<file path="config.mk">
export PLATFORM = sky130hd
export DESIGN_NAME = pedal_hysteresis_change_report
export DESIGN_NICKNAME = d
export VERILOG_FILES = /design/src/rtl/core/phcr_pkg.sv /design/src/rtl/core/phcr_track.sv /design/src/rtl/core/phcr_state.sv /design/src/rtl/core/pedal_hysteresis_change_report.sv
export SDC_FILE = /design/constraint.sdc
export NUM_CORES = 1
export LEC_CHECK = 0
export ABC_AREA = 0
export BUFFER_PORTS_ARGS = -buffer_cell sky130_fd_sc_hd__buf_2
export CELL_PAD_IN_SITES_DETAIL_PLACEMENT = 0
export CELL_PAD_IN_SITES_GLOBAL_PLACEMENT = 1
export CORE_MARGIN = 2
export CORE_UTILIZATION = 50
export CTS_BUF_LIST = sky130_fd_sc_hd__clkbuf_8
export CTS_CLUSTER_DIAMETER = 60
export DETAILED_ROUTE_END_ITERATION = 7
export PLACE_DENSITY_LB_ADDON = 0.25
export SYNTH_ARGS = -nofsm -noshare
export SYNTH_HDL_FRONTEND = slang
export SYNTH_SLANG_ARGS = --single-unit
</file>
<file path="constraint.sdc">
create_clock -name clk -period 7.35 [get_ports clk]
set_input_delay 1.47 -clock clk [delete_from_list [all_inputs] [get_ports clk]]
set_output_delay 1.47 -clock clk [all_outputs]
set_load 0.02 [all_outputs]
</file>
<file path="src/rtl/core/phcr_pkg.sv">
// ----------------------------------------------------------------------------
// phcr_pkg
// Shared types and constants for the pedal hysteresis change reporter.
// ----------------------------------------------------------------------------
package phcr_pkg;

  localparam int NUM_CHANNELS = 3;
  localparam int SAMPLE_W     = 8;
  localparam int CHANNEL_W    = 2;
  localparam int POSITION_W   = 7;
  localparam int CFG_INDEX_W  = 1;
  localparam int CFG_DATA_W   = 8;

  localparam logic [CFG_INDEX_W-1:0] CFG_HYST_THRESHOLD = 1'd0;
  localparam logic [CFG_INDEX_W-1:0] CFG_REPORT_ENABLE  = 1'd1;

  localparam logic [SAMPLE_W-1:0] HYST_THRESHOLD_RESET = 8'd1;

  typedef struct packed {
    logic [SAMPLE_W-1:0]  sample;
    logic [CHANNEL_W-1:0] channel;
  } in_item_t;

  typedef struct packed {
    logic [CHANNEL_W-1:0]  out_channel;
    logic [POSITION_W-1:0] position;
  } out_item_t;

  typedef struct packed {
    logic                  going_up;
    logic [SAMPLE_W-1:0]   held_level;
    logic [POSITION_W-1:0] reported_position;
  } chan_state_t;

  typedef struct packed {
    chan_state_t           next_state;
    logic                  changed;
    logic [POSITION_W-1:0] position;
  } track_result_t;

endpackage

</file>
<file path="src/rtl/core/phcr_track.sv">
// ----------------------------------------------------------------------------
// phcr_track
// Hysteresis tracking and change detection for one channel's state.
// ----------------------------------------------------------------------------
module phcr_track
  import phcr_pkg::*;
(
  input  chan_state_t          cur,
  input  logic [SAMPLE_W-1:0]  sample,
  input  logic [SAMPLE_W-1:0]  threshold,
  output track_result_t        result
);

  logic [SAMPLE_W:0]     held_plus_thr;
  logic [SAMPLE_W:0]     sample_plus_thr;
  logic                  going_up_next;
  logic [SAMPLE_W-1:0]   held_next;
  logic [POSITION_W-1:0] pos;

  assign held_plus_thr   = {1'b0, cur.held_level} + {1'b0, threshold};
  assign sample_plus_thr = {1'b0, sample} + {1'b0, threshold};

  always_comb begin
    going_up_next = cur.going_up;
    held_next     = cur.held_level;
    if (!cur.going_up) begin
      if ({1'b0, sample} > held_plus_thr) begin
        going_up_next = 1'b1;
        held_next     = sample;
      end else if (sample < cur.held_level) begin
        held_next = sample;
      end
    end else begin
      // sample < held - thr, kept unsigned
      if (sample_plus_thr < {1'b0, cur.held_level}) begin
        going_up_next = 1'b0;
        held_next     = sample;
      end else if (sample >= cur.held_level) begin
        held_next = sample;
      end
    end
  end

  assign pos = held_next[SAMPLE_W-1:1];

  assign result.next_state.going_up          = going_up_next;
  assign result.next_state.held_level        = held_next;
  assign result.next_state.reported_position = pos;
  assign result.changed                      = (pos != cur.reported_position);
  assign result.position                     = pos;

endmodule

</file>
<file path="src/rtl/core/phcr_state.sv">
// ----------------------------------------------------------------------------
// phcr_state
// Per-channel state registers with channel read select and write enable.
// ----------------------------------------------------------------------------
module phcr_state
  import phcr_pkg::*;
(
  input  logic                 clk,
  input  logic                 rst,
  input  logic                 we,
  input  logic [CHANNEL_W-1:0] channel,
  input  chan_state_t          wdata,
  output chan_state_t          rdata
);

  chan_state_t state [NUM_CHANNELS];

  always_ff @(posedge clk) begin
    for (int i = 0; i < NUM_CHANNELS; i++) begin
      if (rst) begin
        state[i] <= '0;
      end else if (we && (channel == CHANNEL_W'(i))) begin
        state[i] <= wdata;
      end
    end
  end

  always_comb begin
    rdata = '0;
    for (int i = 0; i < NUM_CHANNELS; i++) begin
      if (channel == CHANNEL_W'(i)) begin
        rdata = state[i];
      end
    end
  end

endmodule

</file>
<file path="src/rtl/core/pedal_hysteresis_change_report.sv">
// ----------------------------------------------------------------------------
// pedal_hysteresis_change_report
// Per-channel directional hysteresis on pedal samples, reporting changes
// of the 7-bit position.
// ----------------------------------------------------------------------------
// Usage:
//   Input channel (in_valid / in_stall / in_item): one sample with its
//   channel number per item. The item lands in an input register and is
//   tracked against that channel's state as it leaves that register.
//   Output channel (out_valid / out_stall / out_item): at most one item per
//   input, carrying the channel and its new position, only when reporting
//   is enabled and the position differs from the last one reported.
//   Items for a channel number at or above NUM_CHANNELS are dropped.
//   Result path: the input register, then the output register.
//   Throughput: one item per cycle while no pending result is stalled; the
//   tracking step reads and writes the selected channel's state in the same cycle.
//   When out_stall holds a pending result, the input register holds too and
//   in_stall rises once it is full.
//   Config (cfg_we / cfg_index / cfg_data): write while idle only.
//   Reset: all channels going down at level 0 with position 0, threshold 1,
//   reporting disabled, both pipeline registers empty.
// ----------------------------------------------------------------------------
module pedal_hysteresis_change_report
  import phcr_pkg::*;
(
  input  logic                   clk,
  input  logic                   rst,
  input  logic                   in_valid,
  output logic                   in_stall,
  input  in_item_t               in_item,
  output logic                   out_valid,
  input  logic                   out_stall,
  output out_item_t              out_item,
  input  logic                   cfg_we,
  input  logic [CFG_INDEX_W-1:0] cfg_index,
  input  logic [CFG_DATA_W-1:0]  cfg_data
);

  logic [SAMPLE_W-1:0] hyst_threshold;
  logic                report_enable;

  logic          s1_valid;
  in_item_t      s1_item;
  logic          advance;
  logic          ch_ok;
  logic          process;
  logic          emit;
  logic          out_valid_next;
  chan_state_t   cur_state;
  track_result_t trk;

  always_ff @(posedge clk) begin
    if (rst) begin
      hyst_threshold <= HYST_THRESHOLD_RESET;
      report_enable  <= 1'b0;
    end else if (cfg_we) begin
      unique case (cfg_index)
        CFG_HYST_THRESHOLD: hyst_threshold <= cfg_data[SAMPLE_W-1:0];
        CFG_REPORT_ENABLE:  report_enable  <= cfg_data[0];
        default: ;
      endcase
    end
  end

  assign advance  = s1_valid && (!out_valid || !out_stall);
  assign in_stall = s1_valid && !advance;

  always_ff @(posedge clk) begin
    if (rst) begin
      s1_valid <= 1'b0;
    end else if (!in_stall) begin
      s1_valid <= in_valid;
    end
  end

  always_ff @(posedge clk) begin
    if (in_valid && !in_stall) begin
      s1_item <= in_item;
    end
  end

  assign ch_ok   = ({1'b0, s1_item.channel} < (CHANNEL_W + 1)'(NUM_CHANNELS));
  assign process = advance && report_enable && ch_ok;
  assign emit    = process && trk.changed;

  phcr_state u_state (
    .clk     (clk),
    .rst     (rst),
    .we      (process),
    .channel (s1_item.channel),
    .wdata   (trk.next_state),
    .rdata   (cur_state)
  );

  phcr_track u_track (
    .cur       (cur_state),
    .sample    (s1_item.sample),
    .threshold (hyst_threshold),
    .result    (trk)
  );

  always_comb begin
    out_valid_next = out_valid;
    if (emit) begin
      out_valid_next = 1'b1;
    end else if (out_valid && !out_stall) begin
      out_valid_next = 1'b0;
    end
  end

  always_ff @(posedge clk) begin
    if (rst) begin
      out_valid <= 1'b0;
    end else begin
      out_valid <= out_valid_next;
    end
  end

  always_ff @(posedge clk) begin
    if (emit) begin
      out_item.out_channel <= s1_item.channel;
      out_item.position    <= trk.position;
    end
  end

  a_hold_when_blocked: assert property (@(posedge clk) disable iff (rst)
    s1_valid && out_valid && out_stall |-> in_stall)
    else $error("input register advanced over a blocked result");

  a_emit_shows: assert property (@(posedge clk) disable iff (rst)
    emit |=> out_valid)
    else $error("emitted result not presented");

  a_no_emit_disabled: assert property (@(posedge clk) disable iff (rst)
    emit |-> report_enable && ch_ok)
    else $error("result emitted while disabled or for a bad channel");

  a_out_channel_range: assert property (@(posedge clk) disable iff (rst)
    out_valid |-> ({1'b0, out_item.out_channel} < (CHANNEL_W + 1)'(NUM_CHANNELS)))
    else $error("result channel out of range");

  a_empty_never_stalls: assert property (@(posedge clk) disable iff (rst)
    !s1_valid |-> !in_stall)
    else $error("stall with empty input register");

endmodule
</file>
==> flow_metrics.env, run 1 <==
export IMPL_antenna_found_initial=0
export IMPL_antenna_cells=0
export IMPL_run_status="complete, no violations"
export IMPL_clock_insertion_delay_worst_skew_ns=0.35
export IMPL_wl_per_cell_um=18.6
export IMPL_final_setup_viol_count=0
export IMPL_p_leak_nw=1.73
export IMPL_top_level_ports=35
export IMPL_yosysWarningCount=0
export IMPL_post_route_drc_count=0
export IMPL_nets=441
export IMPL_wl_um=8910
export IMPL_dr_total_vias=2828
export IMPL_nFillCells=656
export IMPL_crit_path_max_fanout=33
export IMPL_cp_start_kind="flop"
export IMPL_area_inside_the_core_boundary_um2=7210
export IMPL_root_buffer="clkbuf_8"
export IMPL_die_width_um=90.2
export IMPL_async_reset_ff_share_pct=0
export IMPL_clkSinkCount=57
export IMPL_layout_min_cycle_time_ns=5.50
export IMPL_synth_area_um2=3710
export IMPL_worst_ir_drop_vdd_mv=0.137
export IMPL_max_clock_freq_ghz=0.182
export IMPL_die_height_um=90.2
export IMPL_grt_setup_unrepaired="false"
export IMPL_post_route_cells_drive_above_1_share_pct=18.2
export IMPL_regArea_um2=1600
export IMPL_fin_ws_ns=1.85
export IMPL_cap_violations=0
export IMPL_cts_tree="done"
export IMPL_path_buf_inv=1
export IMPL_cts_max_level=3
export IMPL_timing_clock_skew_ns=0.00980
export IMPL_rows=31
export IMPL_holdCritPathClass="reg -> reg"
export IMPL_dpl_cell_area_um2=3940
export IMPL_grt_max_degree=34
export IMPL_hold_slack_ns=0.459
export IMPL_synth_cells=340
export IMPL_cts_hold_buffers_added=0
export IMPL_syn_mean_instance_area_um2=10.9
export IMPL_path_cells="mux2_1 > a21oi_1 > inv_1 > ha_1 > a21o_1 > a21o_1 > a21oi_1 > nor2b_1 > o41ai_1 > xor2_1 > ha_1 > nand4_1 > o2bb2ai_1 > a2111oi_4 > a211oi_2 > a21o_4 > nor2_1"
export IMPL_detailedRoute_firstPassIterationCount=4
export IMPL_syn_num_nets=407
export IMPL_worst_slew_pin_transition_ns=0.847
export IMPL_clock_tree_buffer_depth=2
export IMPL_worst_path_dominant_cell_family="compound AO/OA/AOI/OAI gates"
export IMPL_total_power_mw=0.948
export IMPL_io_buffer_count=34
export IMPL_crit_arrival_ns=5.47
export IMPL_yosysSeqAreaShare_pct=43.1
export IMPL_ant_nets=0
export IMPL_drt_iter0_drc=219
export IMPL_finalCritPeriodShare_pct=74.8
export IMPL_required_time_worst_endpoint_ns=7.33
export IMPL_power_density_nw_per_um2=228
export IMPL_vias_per_cell=5.92
export IMPL_timing_critical_path_to_type="flop"
export IMPL_critical_path_slowest_cell="edfxtp_1"
export IMPL_grt_first_pass_wirelength_um=14800
export IMPL_setup_total_negative_slack_ns=0
export IMPL_initial_utilization_pct=51.5
export IMPL_syn_to_final_growth_pct=12.2
export IMPL_pre_cts_ws_ns=1.95
export IMPL_number_of_clock_buffers_inserted_by_tritoncts=9
export IMPL_maxSlewViolCount=0
export IMPL_dieArea_um2=8130
export IMPL_gr_usage_all_layers_pct=23.4
export IMPL_ys_types=48
export IMPL_layout_cell_area_non_filler_um2=4170
export IMPL_number_of_global_route_vias_before_repair=2873
export IMPL_yosys_register_bits=57
export IMPL_multi_input_combinational_cell_area_um2=2000
export IMPL_final_hold_viol_count=0
export IMPL_worst_path_largest_cell_delay_ns=0.90
export IMPL_overflow=0
export IMPL_gp_congestion=0.891
export IMPL_edff_count_synth=46
export IMPL_detailedPlacementHpwl_um=6610
export IMPL_timing_setup_critical_path_class="reg -> reg"
export IMPL_slew_limit_headroom_pct=43.5
export IMPL_worst_setup_hold_path_clk_slew_ns=0.07
export IMPL_post_cts_setup_buffer_count=0
export IMPL_cts_resized_gates=0
export IMPL_synthFlopType="edfxtp_1"
==> metrics by stage <==
| stage | utilization (%) | instances |
|---|---|---|
| 2_1_floorplan | - | 340 |
| 3_3_place_gp | 54.6 | 462 |
| 3_5_place_dp | 54.6 | 462 |
| 4_1_cts | 57.8 | 478 |
| 5_1_grt | 57.8 | 478 |
| 6_report | 57.8 | 478 |
==> cells by family after synthesis <==
kind of cell | count (synthesis) | synth area share (%)
xor+xnor | 18 | 4.25
mux | 9 | 2.66
compound gates | 105 | 20.3
buf+inv | 22 | 2.90
simple gates | 86 | 11.9
fa+ha+maj | 43 | 14.9
flops | 57 | 43.1
==> worst register-to-register path, stage by stage (launching register included) <==
cell	delay [ns]
edfxtp_1	0.90
mux2_1	0.40
a21oi_1	0.34
inv_1	0.14
ha_1	0.23
a21o_1	0.18
a21o_1	0.19
a21oi_1	0.16
nor2b_1	0.08
o41ai_1	0.31
xor2_1	0.18
ha_1	0.25
nand4_1	0.10
o2bb2ai_1	0.11
a2111oi_4	0.39
a211oi_2	0.22
a21o_4	0.35
nor2_1	0.62
==> per-layer routing <==
layer	vias up	part of all wire, %	track usage [%]
li1	1383	-	-
met1	1323	46	33.0
met2	114	45	37.3
met3	8	7.4	3.44
met4	0	1.3	7.69
met5	-	0	0
==> where the power goes <==
part | total, mW | switching [mW] | internal, mW
Clock | 0.335 | 0.142 | 0.193
Sequential | 0.384 | 0.0179 | 0.366
Combinational | 0.229 | 0.141 | 0.0882
Total | 0.948 | 0.301 | 0.647
==> sequential cells by signal, indices dropped and copies added, names as in the netlist <==
signal / flops
out_valid: 1
s1_item: 10
hyst_threshold: 8
s1_valid: 1
out_item: 9
u_state.state: 27
report_enable: 1
==> synth_stat cells (6+ instances only) <==
cell,n,area [um^2]
edfxtp_1,46,1380
ha_1,41,513
a211oi_1,36,270
a21oi_1,28,140
nand2_1,25,93.8
nor2_1,21,78.8
a21o_1,12,90.1
dfxtp_1,11,220
xor2_1,11,96.3
inv_1,10,37.5
nand3_1,9,45.0
o21ai_0,9,45.0
nand4_1,8,50.1
nor2b_1,7,43.8
xnor2_1,7,61.3
and3b_1,6,52.6
mux2_2,6,67.6
==> worst paths after layout <==
check                                    from             to  slack, ns  depth (start not counted)
worst min-delay path            report_enable  report_enable       0.46                          2
worst min register to register  report_enable  report_enable       0.46                          2
worst max-delay path               s1_item[0]    out_item[3]       1.85                         17
worst max register to register     s1_item[0]    out_item[3]       1.85                         17
==> final cells by class <==
cell class | count | share of cell area [%]
clock buffers | 9 | 2.97
clock inverters | 7 | 2.43
inverters | 11 | 0.991
multi-input cells | 261 | 48.1
flip-flops and latches | 57 | 38.4
well taps | 99 | 2.97
repair buffers | 34 | 4.08
==> cell usage in the layout, fill, tap and decap left out, types with 2 or more instances in the layout <==
master,count
edfxtp_1,46
ha_1,41
a211oi_1,36
buf_2,34
a21oi_1,28
nand2_1,25
nor2_1,21
a21o_1,12
xor2_1,11
dfxtp_1,11
inv_1,10
nand3_1,9
o21ai_0,9
clkbuf_8,9
nand4_1,8
xnor2_1,7
nor2b_1,7
mux2_2,6
and3b_1,6
a21oi_2,5
mux2i_1,2
nand3b_1,2
o21a_1,2
nor3_1,2
fa_1,2
clkinvlp_4,2
inv_6,2
bufinv_16,2
(Power assumes the default switching activity.)
==> inputs of run 2 (changes only) <==
- CORE_UTILIZATION: 50 -> 44
- clock period: 7.35 -> 4.7 ns (I/O delays scaled with it)
==> run 2 against run 1 <==
Fmax is 23% higher. Sequential cell count stayed put. Critical path depth is 2 higher. Setup slack worse by 1.6 ns. Worst hold slack better by 0.0036 ns. Utilization is 5.0 points lower.
==> flow_metrics.env, run 2 (synthesis results as in run 1) <==
export IMPL_run_status="complete, no violations"
export IMPL_top_level_ports=35
export IMPL_final_hold_viol_count=0
export IMPL_total_power_mw=1.46
export IMPL_vias_per_cell=5.76
export IMPL_die_width_um=95.9
export IMPL_dr_total_vias=2928
export IMPL_wl_um=9790
export IMPL_crit_arrival_ns=4.51
export IMPL_mostFrequentLayoutCells="edfxtp_1 (46), ha_1 (41), a211oi_1 (36), buf_2 (34), a21oi_1 (28)"
export IMPL_p_leak_nw=1.83
export IMPL_holdCritPathClass="reg -> reg"
export IMPL_post_route_cells_drive_above_1_share_pct=23.3
export IMPL_overflow=0
export IMPL_dpl_cell_area_um2=4100
export IMPL_largest_registers="u_state.state x27, s1_item x10, out_item x9"
export IMPL_crit_path_max_fanout=17
export IMPL_syn_to_final_growth_pct=16.7
export IMPL_max_clock_freq_ghz=0.224
export IMPL_layout_cell_area_non_filler_um2=4330
export IMPL_grt_met1_usage_pct=31.1
export IMPL_clkSinkCount=57
export IMPL_clock_insertion_delay_worst_skew_ns=0.35
export IMPL_io_buffer_count=34
export IMPL_gp_congestion=0.938
export IMPL_post_route_drc_count=0
export IMPL_cts_tree="done"
export IMPL_antenna_found_initial=0
export IMPL_nets=465
export IMPL_initial_utilization_pct=45.2
export IMPL_required_time_worst_endpoint_ns=4.75
export IMPL_worst_ir_drop_vdd_mv=0.225
export IMPL_layout_min_cycle_time_ns=4.46
export IMPL_area_inside_the_core_boundary_um2=8220
export IMPL_mostFrequentLayoutCell="edfxtp_1"
export IMPL_timing_setup_critical_path_class="reg -> reg"
export IMPL_number_of_global_route_vias_before_repair=2907
export IMPL_grt_max_degree=34
export IMPL_power_density_nw_per_um2=337
export IMPL_detailedRoute_firstPassIterationCount=4
export IMPL_clock_tree_buffer_depth=2
export IMPL_worst_setup_hold_path_clk_slew_ns=0.07
export IMPL_cap_violations=0
export IMPL_maxSlewViolCount=0
export IMPL_root_buffer="clkbuf_8"
export IMPL_reg2reg_slack_ns=0.24
export IMPL_drt_iter0_drc=170
export IMPL_timing_critical_path_to_type="flop"
export IMPL_rows=33
export IMPL_grtUsageMet3_pct=5.32
export IMPL_cts_hold_buffers_added=0
export IMPL_largest_register="u_state.state"
export IMPL_final_setup_viol_count=0
export IMPL_use_met2_pct=35.8
export IMPL_grt_first_pass_wirelength_um=15200
export IMPL_timing_clock_skew_ns=0.0145
export IMPL_ant_nets=0
export IMPL_number_of_clock_buffers_inserted_by_tritoncts=9
export IMPL_detailedPlacementHpwl_um=7330
export IMPL_finalCritPeriodShare_pct=94.8
export IMPL_dieArea_um2=9190
export IMPL_slew_limit_headroom_pct=41.3
export IMPL_finish_utilization_pct=52.7
export IMPL_gr_usage_all_layers_pct=23.0
export IMPL_cts_max_level=3
export IMPL_cp_start_kind="flop"
export IMPL_die_height_um=95.9
export IMPL_antenna_cells=0
export IMPL_wl_per_cell_um=19.3
export IMPL_largest_register_ffs=27
export IMPL_nFillCells=755
export IMPL_worst_slew_pin_transition_ns=0.879
export IMPL_hold_slack_ns=0.462
export IMPL_busiest_layer="met2"
run 2: metrics by stage:
stage	cells	TNS [ns]	setup WS (ns)
floorplan	340	0	0.150
global placement	488	0	0.174
detailed placement	488	0	0.0442
CTS	504	0	0.0147
global route	508	-0.0120	-0.0120
finish	508	0	0.242
run 2: path summary, 6_finish.rpt:
kind / startpoint / endpoint / cells after the start
setup / recovery: s1_item[0] / out_item[0] / 19
hold / removal: report_enable / report_enable / 2
setup reg to reg: s1_item[0] / out_item[0] / 19
hold reg to reg: report_enable / report_enable / 2
run 2: worst max-delay path: stages, from the launching register on:
cell and delay (ns):
edfxtp_1 0.48, mux2_1 0.35, a21oi_1 0.23, inv_1 0.10, ha_1 0.22, a21o_1 0.19, a21o_1 0.19, a21oi_1 0.14
nor2b_1 0.08, o41ai_2 0.24, xor2_1 0.21, ha_1 0.27, nand4_1 0.10, o2bb2ai_1 0.11, a2111oi_4 0.37, a211oi_2 0.11
buf_4 0.19, a21o_4 0.27, nor2_2 0.13, buf_4 0.17
run 2: what timing repair did:
action / in CTS / in global routing
gates resized for setup: 0 / 1
setup buffers: 0 / 3
endpoints found under the setup margin: 0 / 40
hold endpoints to repair: 0 / 0
run 2: per-layer routing:
metal / vias to the layer above / share of wire [%]
met5: - / 0
met2: 115 / 47
met3: 11 / 7.3
li1: 1429 / -
met4: 0 / 1.6
met1: 1373 / 44
run 2: layout make-up:
| cell class | count | area (um^2) | area share, % |
|---|---|---|---|
| tap | 105 | 131 | 3.03 |
| inverter | 11 | 41.3 | 0.953 |
| clock buffer | 9 | 124 | 2.86 |
| multi-input combinational | 262 | 2020 | 46.7 |
| clock inverter | 7 | 70.1 | 1.62 |
| timing repair buffer | 57 | 343 | 7.91 |
| sequential | 57 | 1600 | 37.0 |
run 2: report_power, final:
part           leakage (nW)  internal, mW  switching [mW]
logic                  1.20         0.168           0.241
registers             0.550         0.572          0.0248
clock network        0.0893         0.243           0.212
total                  1.83         0.984           0.478
